### config.mk
export PLATFORM = sky130hd
export DESIGN_NAME = sorl_cell_update
export DESIGN_NICKNAME = d
export VERILOG_FILES = /design/src/hw/rtl/sorl_pkg.sv /design/src/hw/rtl/sorl_cell_update.sv
export SDC_FILE = /design/constraint.sdc
export NUM_CORES = 2
export LEC_CHECK = 0
export ABC_AREA = 1
export BUFFER_PORTS_ARGS = -buffer_cell sky130_fd_sc_hd__clkbuf_2
export CORE_MARGIN = 5
export CORE_UTILIZATION = 55
export DETAILED_ROUTE_END_ITERATION = 10
export GPL_TIMING_DRIVEN = 0
export PLACE_DENSITY = 0.72
export SETUP_SLACK_MARGIN = 0.02
export SLEW_MARGIN = 15
export SYNTH_ARGS = -nofsm -noshare
export SYNTH_HDL_FRONTEND = slang
export SYNTH_SLANG_ARGS = --single-unit
### constraint.sdc
create_clock -name clk -period 8 [get_ports clk]
set_clock_uncertainty 0.15 [all_clocks]
set_input_delay 1.6 -clock clk [delete_from_list [all_inputs] [get_ports clk]]
set_output_delay 1.6 -clock clk [all_outputs]
set_load 0.05 [all_outputs]
### src/hw/rtl/sorl_pkg.sv
// shared constants and codes for the grid relaxation block
`default_nettype none
package sorl_pkg;
	localparam int ROWS   = 128;
	localparam int COLS   = 1024;
	localparam int CELLS  = ROWS * COLS;
	localparam int ADDR_W = $clog2(CELLS);
	localparam int ROW_W  = $clog2(ROWS);
	localparam int COL_W  = $clog2(COLS);
	localparam int VAL_W  = 32;
	localparam int SUM_W  = VAL_W + 2;
	localparam int WGT_W  = 15;
	localparam int ENT_W  = VAL_W + 1;
	localparam logic [WGT_W-1:0] WGT_RESET = 15'd20480;

	// action codes
	localparam logic [1:0] ACT_LOAD  = 2'd0;
	localparam logic [1:0] ACT_SWEEP = 2'd1;
	localparam logic [1:0] ACT_READ  = 2'd2;

	typedef struct packed {
		logic [VAL_W-1:0] value;
		logic             fixed;
	} cell_t;
endpackage
`default_nettype wire

### src/hw/rtl/sorl_cell_update.sv
// three-stage pipeline computing one relaxed cell value
`default_nettype none
module sorl_cell_update (
	input  wire logic                               clk,
	input  wire logic                               arst_n,
	input  wire logic                               start,
	input  wire logic signed [sorl_pkg::VAL_W-1:0]  v,
	input  wire logic signed [sorl_pkg::SUM_W-1:0]  s,
	input  wire logic        [sorl_pkg::WGT_W-1:0]  w,
	output logic                                    done,
	output logic        [sorl_pkg::VAL_W-1:0]       res
);
	import sorl_pkg::*;

	logic               vld_s1, vld_s2;
	logic signed [34:0] d_s1;
	logic signed [VAL_W-1:0] v_s1, v_s2;
	logic [WGT_W-1:0]   w_s1;
	logic signed [50:0] p_s2;
	logic signed [50:0] t;
	logic signed [34:0] step;
	logic signed [36:0] sum;

	// valid pipe
	always_ff @(posedge clk or negedge arst_n) begin
		if (!arst_n) begin
			vld_s1 <= 1'b0;
			vld_s2 <= 1'b0;
			done   <= 1'b0;
		end else begin
			vld_s1 <= start;
			vld_s2 <= vld_s1;
			done   <= vld_s2;
		end
	end

	// rounding of the step and its sum with the cell value
	always_comb begin
		t    = p_s2 + 51'sd32768;
		step = 35'(t >>> 16);
		sum  = 37'(v_s2) + 37'(step);
	end

	// difference, product, result
	always_ff @(posedge clk) begin
		d_s1 <= 35'(s) - (35'(v) <<< 2);
		v_s1 <= v;
		w_s1 <= w;
		p_s2 <= 51'(d_s1) * 51'($signed({1'b0, w_s1}));
		v_s2 <= v_s1;
		if (sum > 37'sd2147483647) begin
			res <= 32'h7fff_ffff;
		end else if (sum < -37'sd2147483648) begin
			res <= 32'h8000_0000;
		end else begin
			res <= sum[31:0];
		end
	end
endmodule
`default_nettype wire

## Word level (Yosys, flattened, before mapping)

Index checks and enable logic that the tools add are counted.

- Bits in registers: 200
- Input bits: 84
- Output and inout bits: 33
- Logic and storage cells: 16

- Add/sub/neg operators: 3
- Multiply operators: 1
- Order comparisons: 2
- Multiplexer cells: 1

Operators by type and width:

| cell | number |
|---|---|
| $add A51 B17 Y51 const B | 1 |
| $mul A35 B16 Y51 | 1 |
| $add A32 B35 Y36 | 1 |
| $gt A36 B32 Y1 const B | 1 |
| $lt A36 B32 Y1 const B | 1 |
| $sub A34 B34 Y35 | 1 |
| $mux W32 | 1 |

## Depth between registers and ports, before layout

- Depth after elaboration: 4
- Mapped depth: 30
- Gate-level depth less buffers: 29

## Least setup slack after synthesis

Ideal clock, no wire load.

- Path kind: register to register
- From: register d_s1[34]
- To: register p_s2[49]
- Library setup time: 0.072 ns
- Arrival: 5.525 ns
- Required time: 7.778 ns
- Setup slack: 2.253 ns
- Cell stages (with the launch flop): 20
- Path buffers: 1
- Period minus slack after synthesis: 5.747 ns
- Cell sequence: dfxtp_1 clkbuf_1 nand2_1 inv_1 fa_1 fa_1 inv_1 fa_1 inv_1 fa_1 fa_1 fa_1 ha_1 nand2_1 nor2_1 inv_1 nor4_1 nand3_1 nand2_1 xor2_1

- Cells in the longest elaborated chain, start to end: 1

RTL lines:

| item | RTL line | RTL |
|---|---|---|
| start: declaration | sorl_cell_update.sv:16 | `logic signed [34:0] d_s1;` |
| start signal: assignment | sorl_cell_update.sv:46 | `d_s1 <= 35'(s) - (35'(v) <<< 2);` |
| $mul A35 B16 Y51 | sorl_cell_update.sv:49 | `p_s2 <= 51'(d_s1) * 51'($signed({1'b0, w_s1}));` |
| end signal: assignment | sorl_cell_update.sv:49 |  |
| end: declaration | sorl_cell_update.sv:19 | `logic signed [50:0] p_s2;` |

No other way between the ends.
A chain may end at the register's enable or synchronous reset.

## Worst setup path after layout

- From: register w_s1[9]
- To: register p_s2[50]

- Cells in the longest elaborated chain, start to end: 1

RTL lines:

| item | RTL line | RTL |
|---|---|---|
| start: declaration | sorl_cell_update.sv:18 | `logic [WGT_W-1:0] w_s1;` |
| start signal: assignment | sorl_cell_update.sv:48 | `w_s1 <= w;` |
| $mul A35 B16 Y51 | sorl_cell_update.sv:49 |  |

No other way between the ends.

==> metrics.md <==
| Metric | Value |
|---|---|
| Die H | 236 um |
| Initial core utilization | 55.7% |
| Die Width | around 240 um |
| DRC Markers | 0 |
| Clk sinks | 185 |
| Filler cell count | around 4800 |
| Post-Syn Nets | 4420 |
| Post-synth EDFFs | 0 |
| CP Class | flip-flop to flip-flop |
| Post-synthesis register bit count | 185 |
| Clk slew on worst S/H paths | around 80 ps |
| Synth async-reset ratio | 1.62% |
| Crit path time final | 7510 ps |
| M3 GR Usage | 6.17% |
| CTS tree | done |
| Via/cell ratio | 5.21 |
| Vias | 23324 |
| Worst path cell trace | clkbuf_1 > clkbuf_1 > nand2_1 > fa_1 > inv_1 > fa_1 > inv_1 > fa_1 > fa_1 > fa_1 > inv_1 > fa_1 > ha_1 > inv_1 > nor3_1 > nand2_1 > nor2_1 > nand3_1 > nand3_1 > nand2_1 |
| Post-CTS setup buffers | 0 |
| Vias in the first global route | 23838 |
| Maximum clock frequency | 133 MHz |
| First-pass GRT wire length | around 130000 um |
| Mapped Cells | 3657 |
| Most crowded layer after global routing | met2 |
| Synth cell types | 48 |
| Pin count of the biggest net entering global routing | 19 |
| Yosys top cell by area | fa_1 |
| CP max stage cell | clkbuf_1 |
| Total GRT Usage | between 30% and 40% |
| Tcrit/Tclk final | 93.9% |
| Dpl hpwl | 71700 um |
| Critical path's most frequent cell | fa_1 |
| Top cells by area, synth | fa_1 35%, nand2_1 13%, dfxtp_1 13% |
| CP Data Required Time | between 8000 and 9000 ps |
| Initial antenna violation count | 1 |
| RSZ-0062 raised after global routing | no |
| Inserted Diodes | 0 |
| Fin. max-slew vios | 0 |
| Slew @ Worst Pin | around 1100 ps |
| Nets | around 4600 |
| Routed wire length | around 83000 um |
| CP max FO | 10 |
| Core Rows | around 80 |
| WP data arrival | 7740 ps |
| Global placer's final weighted congestion | 1.00 |
| Grt total ovfl | 0 |
| Htree depth | 4 |
| Initial DRT Pass Iterations | 6 |
| CP startpoint kind | flip-flop |
| Most frequent cells in the layout | 977 x nand2_1, 966 x inv_1, 494 x fa_1 |
| Max_slew headroom | 26.1% |
| Most common cell after layout, fill and taps aside | nand2_1 |
| Max clock buf depth | 2 |
| Synth top area share | 35.3% |
| Final setup TNS | 0 ps |
| Final Hold Viols | 0 |
| # port buffers | about 120 |
| CTS Root Cell | clkbuf_16 |
| Worst-Skew Late Latency | 510 ps |
| Layout cells sized above 1 | under 10% |
| Ys flop type | dfxtp_1 |
| GRT met2 Usage | 48.9% |
| CP Buf/Inv Count | 6 |
| Element type at the critical path end | flip-flop |
| Sequential-to-total area share from yosys stat | between 10% and 20% |
| GR Layer Usage met1 | 41.9% |
| Status | finished, final reports clean |
| Hold_buf cts | 0 |
| IO Pins | around 120 |
| Core area | approximately 0.050 mm^2 |
| Max incr delay on CP | 890 ps |
| CTS resizes | 0 |
| Worst path top cell family by delay | adder cells |
| DIE AREA | 0.0555 mm^2 |
| Synth warnings | 0 |
| Max-Cap Viols | 0 |
| Mean Syn Cell Area | 7.65 um^2 |
| CTS buffer count | 17 |
| Final setup vio count | 0 |
| Final antenna-violating net count | 0 |
| Synthesis-to-layout area growth | 7.08% |
| Min-delay worst type | flip-flop to flip-flop |
| Iter 0 DRT Violations | 2000 |
| Avg WL per Cell | ~19 um |
| Synthesized area | between 0.02 and 0.03 mm^2 |
registers in the layout (all words and copies together), names as in the netlist:
| signal | flops |
|---|---|
| w_s1 | 15 |
| d_s1 | 35 |
| done | 1 |
| vld_s1 | 1 |
| vld_s2 | 1 |
| v_s2 | 32 |
| v_s1 | 32 |
| p_s2 | 36 |
| res | 32 |
final timing paths:
path	cells after the start	startpoint	to	slack (ps)
setup / recovery	20	w_s1[9]	p_s2[50]	490
hold / removal	0	v_s1[3]	v_s2[3]	180
setup reg to reg	20	w_s1[9]	p_s2[50]	490
hold reg to reg	0	v_s1[3]	v_s2[3]	180
max in group asynchronous	1	arst_n	vld_s2	6860
min in group asynchronous	1	arst_n	done	740
area by class of cell:
cell class	count	area [um^2]	share of cell area, %
inverter	971	3640	12.2
tap	672	841	2.81
timing repair buffer	116	581	1.94
clock inverter	14	135	0.451
buffer	102	419	1.40
multi-input combinational	2399	20200	67.4
sequential	185	3720	12.4
clock buffer	17	425	1.42
routing by layer:
| metal | wire [um] | part of all wire [%] |
|---|---|---|
| met1 | 34900 | 42 |
| met2 | 37800 | 45 |
| met3 | 7200 | 8.7 |
| met4 | 3240 | 3.9 |
| met5 | 0 | 0 |
cells in the mapped netlist (7+ instances only):
cell      instances
dfxtp_1         182
clkbuf_1         94
nor2_2            7
a21oi_1         133
o21ai_0          58
nor4_1           10
nor3_1           25
a31oi_1          14
fa_1            494
ha_1            185
nand2_2           8
nand3_1          65
inv_1           966
xnor2_1          50
nand4_1          22
a21boi_0         10
o21bai_1         26
nand2_1         977
a21o_1           14
xor2_1           74
nor2_1          174
o21a_1            7
per-stage QoR:
step / utilization (%) / hold WS (ps) / area [um^2] / cells / worst slack (ps)
after floorplan: - / 160 / 28000 / 3657 / 2250
after global placement: 58.5 / 160 / 29400 / 4445 / 596
after detailed placement: 58.5 / 162 / 29400 / 4445 / 566
after CTS: 59.6 / 175 / 30000 / 4476 / 540
after global routing: 59.6 / 183 / 30000 / 4476 / 146
final: 59.6 / 176 / 30000 / 4476 / 489
logic make-up after synthesis:
kind of cell    count (synthesis)  synth area share, %
simple gates                 1313                 18.9
fa+ha+maj                     679                 43.6
xor+xnor                      124                 3.88
compound gates                283                 5.82
buf+inv                      1073                 14.5
flops                         185                 13.3
Power is left out: the tool's default activity adds up to more than one toggle a clock period on the data nets, which glitch-free logic cannot reach.
