### src/hw/rtl/sorl_ram.sv
// generic simple dual-port ram with registered read
`default_nettype none
module sorl_ram #(
	parameter int WIDTH = 8,
	parameter int DEPTH = 16
) (
	input  wire logic                     clk,
	input  wire logic                     wr_en,
	input  wire logic [$clog2(DEPTH)-1:0] wr_addr,
	input  wire logic [WIDTH-1:0]         wr_data,
	input  wire logic [$clog2(DEPTH)-1:0] rd_addr,
	output logic      [WIDTH-1:0]         rd_data
);
	logic [WIDTH-1:0] mem [DEPTH];

	// write port and registered read port
	always_ff @(posedge clk) begin
		if (wr_en) begin
			mem[wr_addr] <= wr_data;
		end
		rd_data <= mem[rd_addr];
	end
endmodule
`default_nettype wire

### config.mk
export PLATFORM = sky130hd
export DESIGN_NAME = sorl_ram
export DESIGN_NICKNAME = d
export VERILOG_FILES = /design/src/hw/rtl/sorl_ram.sv
export SDC_FILE = /design/constraint.sdc
export NUM_CORES = 1
export LEC_CHECK = 0
export ABC_AREA = 1
export ABC_CLOCK_PERIOD_IN_PS = 1120
export BUFFER_PORTS_ARGS = -buffer_cell sky130_fd_sc_hd__buf_2
export CORE_MARGIN = 5
export CORE_UTILIZATION = 55
export CTS_CLUSTER_SIZE = 12
export DETAILED_ROUTE_END_ITERATION = 8
export GPL_TIMING_DRIVEN = 0
export PLACE_DENSITY = 0.83
export SYNTH_ARGS = -nofsm -noshare
export SYNTH_HDL_FRONTEND = slang
export SYNTH_SLANG_ARGS = --single-unit
### constraint.sdc
create_clock -name clk -period 1.12 [get_ports clk]
set_input_delay 0.224 -clock clk [delete_from_list [all_inputs] [get_ports clk]]
set_output_delay 0.224 -clock clk [all_outputs]
set_load 0.02 [all_outputs]
# Word-level counts from Yosys, hierarchy flattened
# Memory sizes are Yosys's and may differ from the RTL's. A register that Yosys moved wholly into a read port is not among the register bits.
# Cells that the tools add are included.
# op_classes
mux,2
# op_table
operator,n
$mux W1,2
# word_totals
reg_bits,0
mem_bits_rw,128
input_bits,18
out_inout_bits,8
memories,1
# memory_table
memory,depth,width,read_ports,rd_ports_with_merged_regs,wr,line_no,source
mem,16,8,1,1,1,14,logic [WIDTH-1:0] mem [DEPTH];

# Longest topological paths before layout
# Gate-level depths: netlist of run 1.
# depth
word_depth,2
ltp_mapped,8
mapped_depth_nobuf,7

# Least setup slack after synthesis of run 1
# Ideal clock, no wire load.
# synth_timing
kind,input-to-reg
from,input wr_addr[3]
to,"memory mem[4][0], enable pin"
setup_ps,370
arrival_ps,805
t_required_ps,750
slack_ps,-55
cell_stages,2
n_path_buf,0
path_cell_list,nand3b_1 -> nor2_1
# synth_lines
item,line_no,source
start: declaration,9,"input wire logic [$clog2(DEPTH)-1:0] wr_addr,"
end: declaration,14,
# No word-level cell before the write port.

# Worst setup path in the final report of run 1
# layout_timing
from,register rd_data[1] (read register of mem)
to,output rd_data[1]
# layout_lines
item,line_no,source
start: declaration,12,output logic [WIDTH-1:0] rd_data
# No word-level cell between the ends.

==> impl_results.md, run 1 <==
- # setup viols final: 8
- CP endpoint kind: primary output
- EDFF count, synth: 128
- Status: complete, but fails checks
- Full die area: 12,600 um^2
- Placed Instance Area: 6060 um^2
- Vias: 4,086
- Overall die height: 112 um
- Fillcell total: 742
- Levels on crit path: 1
- Clk sinks: 136
- CP arrival: 0.97 ns
- Core region area: 10,300 um^2
- Pwr Total: 11.8 mW
- Synth cell count leaders: nand2_1 (173), edfxtp_1 (128), inv_1 (100), nand3_1 (97), nor2_1 (17)
- Starting Density: 56.1%
- Die extent in x: 112 um
- Synth top area cells: edfxtp_1 (67%), nand2_1 (11%), nand3_1 (8.4%), inv_1 (6.5%), dfxtp_1 (2.8%)
- Rel. slew slack: 46.8%
- Hold slack: 0.123 ns
- Crit Path Category: flip-flop to primary output
- Max clock buf depth: 2
- Seq/Total Area, Yosys: 69.4%
- Critical path origin: rd_data[1]
- Leakage: 2.90 nW
- CTS clock-pin slew for the worst setup and hold paths: 0.06 ns
- Final Cell Area: 6700 um^2
- Crit share post-route: 106%
- Synth cell types: 12
- N_diodes: 0
- DPL Wire Length: 8690 um
- Syn-to-layout area delta: 16.1%
- Crit-path cells: buf_6
- Max IR drop VDD: 0.00101 V
- IO Port Bufs: 22
- Most frequent cell after synthesis: nand2_1
- Clk Latency, worst-skew pair: 0.52 ns
- R2R setup slack: 0.02 ns
- CP bufs+invs: 1
- GPL Wtd Cong: 0.965
- CTS Root Buffer Type: clkbuf_8
- CTS Buf Count: 17
- Final core utilization: 65.1%
- Total grt overflow: 0
- Worst Path Max Fanout: 1
- Class of the worst hold path: primary input to flip-flop
- Worst Setup EP: rd_data[1]
- F_max: 840 MHz
- RSZ-0062 raised after global routing: true
- Failing checks: negative setup slack
- CTS tree: built
- Vias in the first global route: 3,920
- Global-route wire length before repair: 21,600 um
- Nets: 610
- Final hold violations: 0
- Drt wl/cell: 18.6 um
- Primary FF master, synth: edfxtp_1
- Layout cells sized above 1: 15.6%
- Clock Skew: 0.00766 ns
- Worst path slowest cell: dfxtp_2
- PD cells: 1770 nW/um^2
- Initial DRC count: 561
- Syn avg cell area: 10.5 um^2
- Gr usage total: 22.9%
- Row Count: 37
- Setup_tns: -0.452 ns
- Post-Synthesis Cells: 551
- # H-tree levels: 4
- Initial antenna violation count: 0
- Post-Syn Area: 5770 um^2
- Largest area contributor in the netlist: edfxtp_1
- R2R Path Start: mem[6][0]
- Synthesized Nets: 569
- Post-synth top area share: 66.7%
- Pre-antenna DRT Iters: 8
- WL final: 13,800 um
- PnR worst setup slack: -0.0703 ns
- Largest net degree at the start of global routing: 17
- R2R depth: 6
- Final Critical Period: 1.19 ns
- Worst-Margin Slew: 0.795 ns
- Final antenna-violating net count: 0
- Max Transition Viols Final: 0
- Asr flop ratio synth: 0%
- Critical Path RT: 0.90 ns
- Routed vias/inst: 5.52
- DRC viols: 0
- Max incr delay on CP: 0.33 ns
- Seq cells post-synth: 136
- R2r endpoint: rd_data[0]
- Crit path max-delay family: flip-flops
- Max-Cap Viols: 0
- Yosys warns: 0
- CP startpoint kind: flip-flop
- Top-Level Pins: 26
## kinds of logic (layout without fill, tap and decap cells)
family	count (synthesis)	in the layout	synth area share, %
buffers and inverters	126	179	9.52
AND/OR/NAND/NOR	289	289	21.0
flip-flops	136	136	69.4
## area by class of cell
class	instances	area, um^2	share of cell area [%]
flip-flops and latches	136	4010	60.0
multi-input cells	289	1250	18.6
clock buffers	19	422	6.30
inverters	102	383	5.72
well taps	136	170	2.54
plain buffers	24	166	2.49
repair buffers	22	160	2.39
clock inverters	12	134	2.00
## flip-flops by register name, summed over array words and instances (netlist names)
signal	count
rd_data	8
mem	128
## per-layer routing
layer	track usage [%]	part of all wire [%]
met3	4.91	11
met5	0	0
met1	31.5	38
met4	9.46	3.5
met2	35.7	48
## what timing repair did
item,CTS,global route
resized for setup,27,5
pin swaps,0,0
buffers inserted,0,0
hold buffers,0,0
setup endpoints to repair,18,40
## placed cells by master (no fill, tap or decap)
cell type | netlist | routed
nor2_1 | 17 | 4
clkbuf_16 | 0 | 16
nor2_2 | 0 | 13
nand2_1 | 173 | 173
inv_1 | 100 | 100
clkinvlp_4 | 0 | 1
buf_4 | 4 | 4
inv_2 | 2 | 2
bufinv_16 | 0 | 3
buf_6 | 6 | 14
clkbuf_8 | 0 | 1
clkinv_1 | 0 | 3
buf_1 | 1 | 1
nand3b_1 | 2 | 2
nand3_1 | 97 | 97
edfxtp_1 | 128 | 128
clkbuf_1 | 0 | 2
dfxtp_2 | 0 | 8
clkinv_2 | 0 | 5
buf_2 | 13 | 27
## power breakdown
group / internal, mW / switching, mW / leakage, nW
Clock: 3.33 / 1.94 / 0.274
Combinational: 0.259 / 0.562 / 1.40
Sequential: 5.70 / 0.0395 / 1.22
## worst min-delay path by stage
| stage | slack, ns | endpoint | startpoint | cells past startpoint |
|---|---|---|---|---|
| floorplan | 0.32 | mem[0][0] | wr_data[0] | 0 |
| global placement | 0.64 | mem[3][5] | wr_data[5] | 1 |
| detailed placement | 0.64 | rd_data[0] | rd_data[0] | 1 |
| CTS | 0.11 | mem[1][4] | wr_data[4] | 1 |
| global route | 0.11 | mem[1][4] | wr_data[4] | 1 |
| finish | 0.12 | mem[1][4] | wr_data[4] | 1 |
## per-stage QoR
step / worst slack [ns] / std cells
after floorplan: -0.0548 / 551
after global placement: -0.524 / 709
after detailed placement: -0.574 / 709
after CTS: -0.0800 / 740
after global routing: -0.0974 / 740
final: -0.0703 / 740
No activity file was read; power rests on OpenSTA's default activity.
==> inputs of run 2 (changes only) <==
--- a/config.mk
+++ b/config.mk
@@ -13,7 +13,8 @@
 export CTS_CLUSTER_SIZE = 12
 export DETAILED_ROUTE_END_ITERATION = 8
 export GPL_TIMING_DRIVEN = 0
-export PLACE_DENSITY = 0.83
+export PLACE_DENSITY = 0.76
 export SYNTH_ARGS = -nofsm -noshare
 export SYNTH_HDL_FRONTEND = slang
 export SYNTH_SLANG_ARGS = --single-unit
+export TNS_END_PERCENT = 50
==> impl_results.md, run 2 (synthesis gave the netlist of run 1 again) <==
- Status: complete, but fails checks
- Failing checks: negative setup slack
- Register with the most flip-flops: mem
- Global-route wire length before repair: 21,200 um
- Worst-Margin Slew: 0.964 ns
- Gr usage total: 22.8%
- PD cells: 1810 nW/um^2
- Routed vias/inst: 5.41
- Row Count: 37
- Crit share post-route: 107%
- PnR worst setup slack: -0.0815 ns
- Core region area: 10,300 um^2
- Final Critical Period: 1.20 ns
- Hold path start: wr_data[2]
- R2R setup slack: 0.06 ns
- Leakage: 2.92 nW
- Met1 usage: 30.7%
- Biggest registers after layout: mem x128, rd_data x8
- CTS tree: built
- Initial DRC count: 515
- GPL Wtd Cong: 0.877
- CTS Root Buffer Type: clkbuf_8
- DRC viols: 0
- Seq pwr share: 47.2%
- Overall die height: 112 um
- Nets: 610
- R2R depth: 6
- Syn-to-layout area delta: 16.5%
- CP endpoint kind: flip-flop
- DPL Wire Length: 8440 um
- Max clock buf depth: 2
- RSZ-0062 raised after global routing: true
- Worst Path Max Fanout: 8
- Max IR drop VDD: 0.00100 V
- Hold slack: 0.0980 ns
- Largest net degree at the start of global routing: 17
- Crit Path Category: primary input to flip-flop
- # setup viols final: 32
- Final antenna-violating net count: 0
- Placed Instance Area: 6050 um^2
- Initial antenna violation count: 0
- F_max: 832 MHz
- Starting Density: 56.1%
- Clock power share: 46.1%
- Layout cells sized above 1: 14.4%
- Clock Skew: 0.00475 ns
- Die extent in x: 112 um
- Setup Fix Bufs, Post-CTS: 0
- CP arrival: 1.35 ns
- CP startpoint kind: primary input
- Clk Latency, worst-skew pair: 0.53 ns
- Largest register FFs: 128
- Clk sinks: 136
- Total grt overflow: 0
- Met2 global-route usage: 33.9%
- Hold path endpoint: mem[5][2]
- Placed insts: 709
- Vias: 4,012
- Final core utilization: 65.4%
- Drt wl/cell: 18.4 um
- Leading cell type in the layout, fill and taps excluded: nand2_1
- R2r endpoint: rd_data[5]
- P_sw: 2.56 mW
- CTS clock-pin slew for the worst setup and hold paths: 0.06 ns
- # H-tree levels: 4
- Final std cells w/o fill: 741
- IO Port Bufs: 22
- Commonest non-fill, non-tap cells in the layout: nand2_1 (173), edfxtp_1 (128), inv_1 (100)
- Int Power: 9.58 mW
- CTS Buf Count: 17
- Top-Level Pins: 26
- Full die area: 12,600 um^2
- Max-Cap Viols: 0
- Dpl ws: -0.635 ns
- Switching Share: 21.1%
- Vias in the first global route: 3,861
- WL final: 13,700 um
- GRT Max-Usage Layer: met2
- Combinational share of power: 6.7%
- Critical Path RT: 1.27 ns
- Rel. slew slack: 35.5%
- Max Transition Viols Final: 0
- Class of the worst hold path: primary input to flip-flop
- N_diodes: 0
- Final Cell Area: 6720 um^2
- R2R Path Start: mem[11][5]
- Final hold violations: 0
- Pre-antenna DRT Iters: 7
- Met3 usage: 6.25%
- Hold Crit Depth: 1
## run 2: cell count changes in the layout (fill, tap and decap cells not counted), sizes merged
cell    delta
clkbuf     +6
clkinv     -5
## run 2: timing repair
item | in CTS | in global routing
endpoints found under the hold margin | 0 | 0
resized for setup | 25 | 3
pin swaps | 0 | 0
setup endpoints to repair | 40 | 56
hold buffers | 0 | 0
## run 2: layer usage
layer	vias to the layer above	share of wire (%)
met2	282	46
met1	1835	39
met4	0	3.5
met5	-	0
li1	1854	-
met3	41	11
## run 2: stage by stage
step                      TNS (ns)  total power [mW]
after floorplan              -4.31              6.27
after global placement      -55.81              6.55
after detailed placement    -59.62              6.57
after CTS                    -2.32              12.2
after global routing         -4.34              12.5
final                        -1.99              12.1
## run 2: worst max-delay path by stage
| stage | cells past startpoint | endpoint | startpoint | slack, ns |
|---|---|---|---|---|
| 3_5_place_dp | 3 | mem[4][5] | wr_addr[3] | -0.63 |
| 2_1_floorplan | 2 | mem[4][0] | wr_addr[3] | -0.05 |
| 5_1_grt | 3 | mem[5][0] | wr_addr[3] | -0.17 |
| 6_report | 3 | mem[7][1] | wr_addr[3] | -0.08 |
| 4_1_cts | 1 | rd_data[7] | rd_data[7] | -0.09 |
| 3_3_place_gp | 3 | mem[7][0] | wr_addr[3] | -0.59 |
## run 2: layout make-up
| type | instances | area, um^2 |
|---|---|---|
| clock buffer | 25 | 484 |
| sequential | 136 | 4010 |
| multi-input combinational | 289 | 1220 |
| fill | 775 | 3560 |
| tap | 136 | 170 |
| inverter | 102 | 383 |
| buffer | 24 | 166 |
| timing repair buffer | 22 | 160 |
| clock inverter | 7 | 116 |
## run 2: power by group through the flow
stage | registers (mW) | logic [mW] | clock network [mW]
2_1_floorplan | 5.86 | 0.401 | 0
3_3_place_gp | 5.82 | 0.730 | 0
5_1_grt | 5.75 | 0.877 | 5.86
6_report | 5.74 | 0.813 | 5.60
4_1_cts | 5.74 | 0.795 | 5.63
3_5_place_dp | 5.83 | 0.748 | 0
## run 2: critical path, cell delays in order
cell	delay [ns]
buf_2	0.12
nand3b_1	0.23
nor2_1	0.77
==> inputs of run 3 (changes only) <==
--- a/config.mk
+++ b/config.mk
@@ -7,13 +7,14 @@
 export LEC_CHECK = 0
 export ABC_AREA = 1
 export ABC_CLOCK_PERIOD_IN_PS = 1120
-export BUFFER_PORTS_ARGS = -buffer_cell sky130_fd_sc_hd__buf_2
+export BUFFER_PORTS_ARGS = -buffer_cell sky130_fd_sc_hd__buf_4
 export CORE_MARGIN = 5
 export CORE_UTILIZATION = 55
 export CTS_CLUSTER_SIZE = 12
 export DETAILED_ROUTE_END_ITERATION = 8
 export GPL_TIMING_DRIVEN = 0
-export PLACE_DENSITY = 0.76
+export PLACE_DENSITY = 0.74
+export SLEW_MARGIN = 20
 export SYNTH_ARGS = -nofsm -noshare
 export SYNTH_HDL_FRONTEND = slang
 export SYNTH_SLANG_ARGS = --single-unit
==> impl_results.md, run 3 (synthesis gave the netlist of run 1 again) <==
- Failing checks: negative setup slack
- Drt wl/cell: 19.2 um
- Starting Density: 56.1%
- CTS clock-pin slew for the worst setup and hold paths: 0.06 ns
- Hold path endpoint: mem[2][4]
- RSZ-0062 raised after global routing: true
- Setup_tns: -0.541 ns
- Final Cell Area: 6820 um^2
- Final Critical Period: 1.19 ns
- Nets: 610
- Max IR drop VDD: 0.00111 V
- Top-Level Pins: 26
- Max incr delay on CP: 0.32 ns
- GPL Wtd Cong: 0.923
- Max Transition Viols Final: 0
- Final antenna-violating net count: 0
- Initial DRC count: 464
- Total grt overflow: 0
- Gr usage total: 23.5%
- Clk Latency, worst-skew pair: 0.53 ns
- Core region area: 10,300 um^2
- Full die area: 12,600 um^2
- Row Count: 37
- Clock power share: 48.0%
- WL final: 14,200 um
- R2R Path Start: mem[0][3]
- Syn-to-layout area delta: 18.2%
- P_sw: 2.66 mW
- PnR worst setup slack: -0.0712 ns
- Vias in the first global route: 3,854
- Seq pwr share: 45.2%
- Crit path max-delay family: flip-flops
- Critical Path RT: 0.90 ns
- Register with the most flip-flops: mem
- Largest register FFs: 128
- Int Power: 10.0 mW
- Overall die height: 112 um
- Hold slack: 0.0268 ns
- Critical path origin: rd_data[1]
- Rel. slew slack: 47.8%
- Vias: 4,077
- Status: complete, but fails checks
- Worst-Margin Slew: 0.780 ns
- Global-route wire length before repair: 21,800 um
- Crit share post-route: 106%
- CP endpoint kind: primary output
- Dpl ws: -0.619 ns
- CP startpoint kind: flip-flop
- CP arrival: 0.97 ns
- Largest net degree at the start of global routing: 17
- Crit Path Category: flip-flop to primary output
- Max clock buf depth: 2
- Clock Skew: 0.00457 ns
- Layout cells sized above 1: 15.7%
- DPL Wire Length: 8990 um
- Pre-antenna DRT Iters: 6
- Combinational share of power: 6.7%
- Hold Crit Depth: 1
- CP bufs+invs: 1
- R2r endpoint: rd_data[3]
- Clk sinks: 136
- Crit-path cells: buf_6
- Routed vias/inst: 5.50
- N_diodes: 0
- Pwr Total: 12.7 mW
- CTS Buf Count: 17
- Switching Share: 21.0%
- Initial antenna violation count: 0
- Placed Instance Area: 6100 um^2
- IO Port Bufs: 22
- CTS Root Buffer Type: clkbuf_8
- Hold path start: wr_data[4]
- Biggest registers after layout: mem x128, rd_data x8
- CTS tree: built
- # H-tree levels: 4
- Max-Cap Viols: 0
- Worst Path Max Fanout: 1
- F_max: 840 MHz
- PD cells: 1860 nW/um^2
- R2R depth: 6
- R2R setup slack: 0.07 ns
- Worst path slowest cell: dfxtp_2
- Post-CTS sizing: 22
- Die extent in x: 112 um
- Hold buffer count at CTS: 0
- # setup viols final: 11
- DRC viols: 0
- Leakage: 2.94 nW
- Leading cell type in the layout, fill and taps excluded: nand2_1
- Fillcell total: 732
- Final hold violations: 0
- Commonest non-fill, non-tap cells in the layout: nand2_1 (173), edfxtp_1 (128), inv_1 (100)
- Setup Fix Bufs, Post-CTS: 0
- Class of the worst hold path: primary input to flip-flop
[run 3: power by group through the flow]
| stage | sequential [mW] | clock (mW) | combinational [mW] |
|---|---|---|---|
| after floorplan | 5.86 | 0 | 0.401 |
| after global placement | 5.82 | 0 | 0.771 |
| after detailed placement | 5.83 | 0 | 0.792 |
| after CTS | 5.74 | 6.09 | 0.831 |
| after global routing | 5.74 | 6.37 | 0.910 |
| final | 5.73 | 6.09 | 0.851 |
[run 3: per-stage QoR]
step / utilization, % / cells
4_1_cts: 66.2 / 741
6_report: 66.3 / 741
2_1_floorplan: - / 551
5_1_grt: 66.3 / 741
3_5_place_dp: 59.4 / 709
3_3_place_gp: 59.4 / 709
[run 3: final cells by class]
class	instances	area [um^2]	share of cell area [%]
Timing Repair Buffer	22	195	2.86
Inverter	102	383	5.62
Sequential cell	136	4010	58.9
Buffer	24	166	2.44
Clock buffer	18	418	6.13
Tap cell	136	170	2.50
Multi-Input combinational cell	289	1240	18.2
Clock inverter	14	229	3.36
[run 3: metal layers]
| metal | global-route usage (%) | vias up | routed length (um) |
|---|---|---|---|
| li1 | - | 1857 | - |
| met1 | 32.0 | 1933 | 5650 |
| met2 | 36.3 | 249 | 6700 |
| met3 | 7.12 | 38 | 1540 |
| met4 | 7.69 | 0 | 332 |
| met5 | 0 | - | 0 |
[run 3: worst max-delay path by stage]
| stage | cells after the start | to |
|---|---|---|
| 6_report | 1 | rd_data[1] |
| 5_1_grt | 1 | rd_data[3] |
| 4_1_cts | 1 | rd_data[1] |
| 3_5_place_dp | 4 | mem[13][6] |
| 3_3_place_gp | 3 | mem[7][1] |
| 2_1_floorplan | 2 | mem[4][0] |
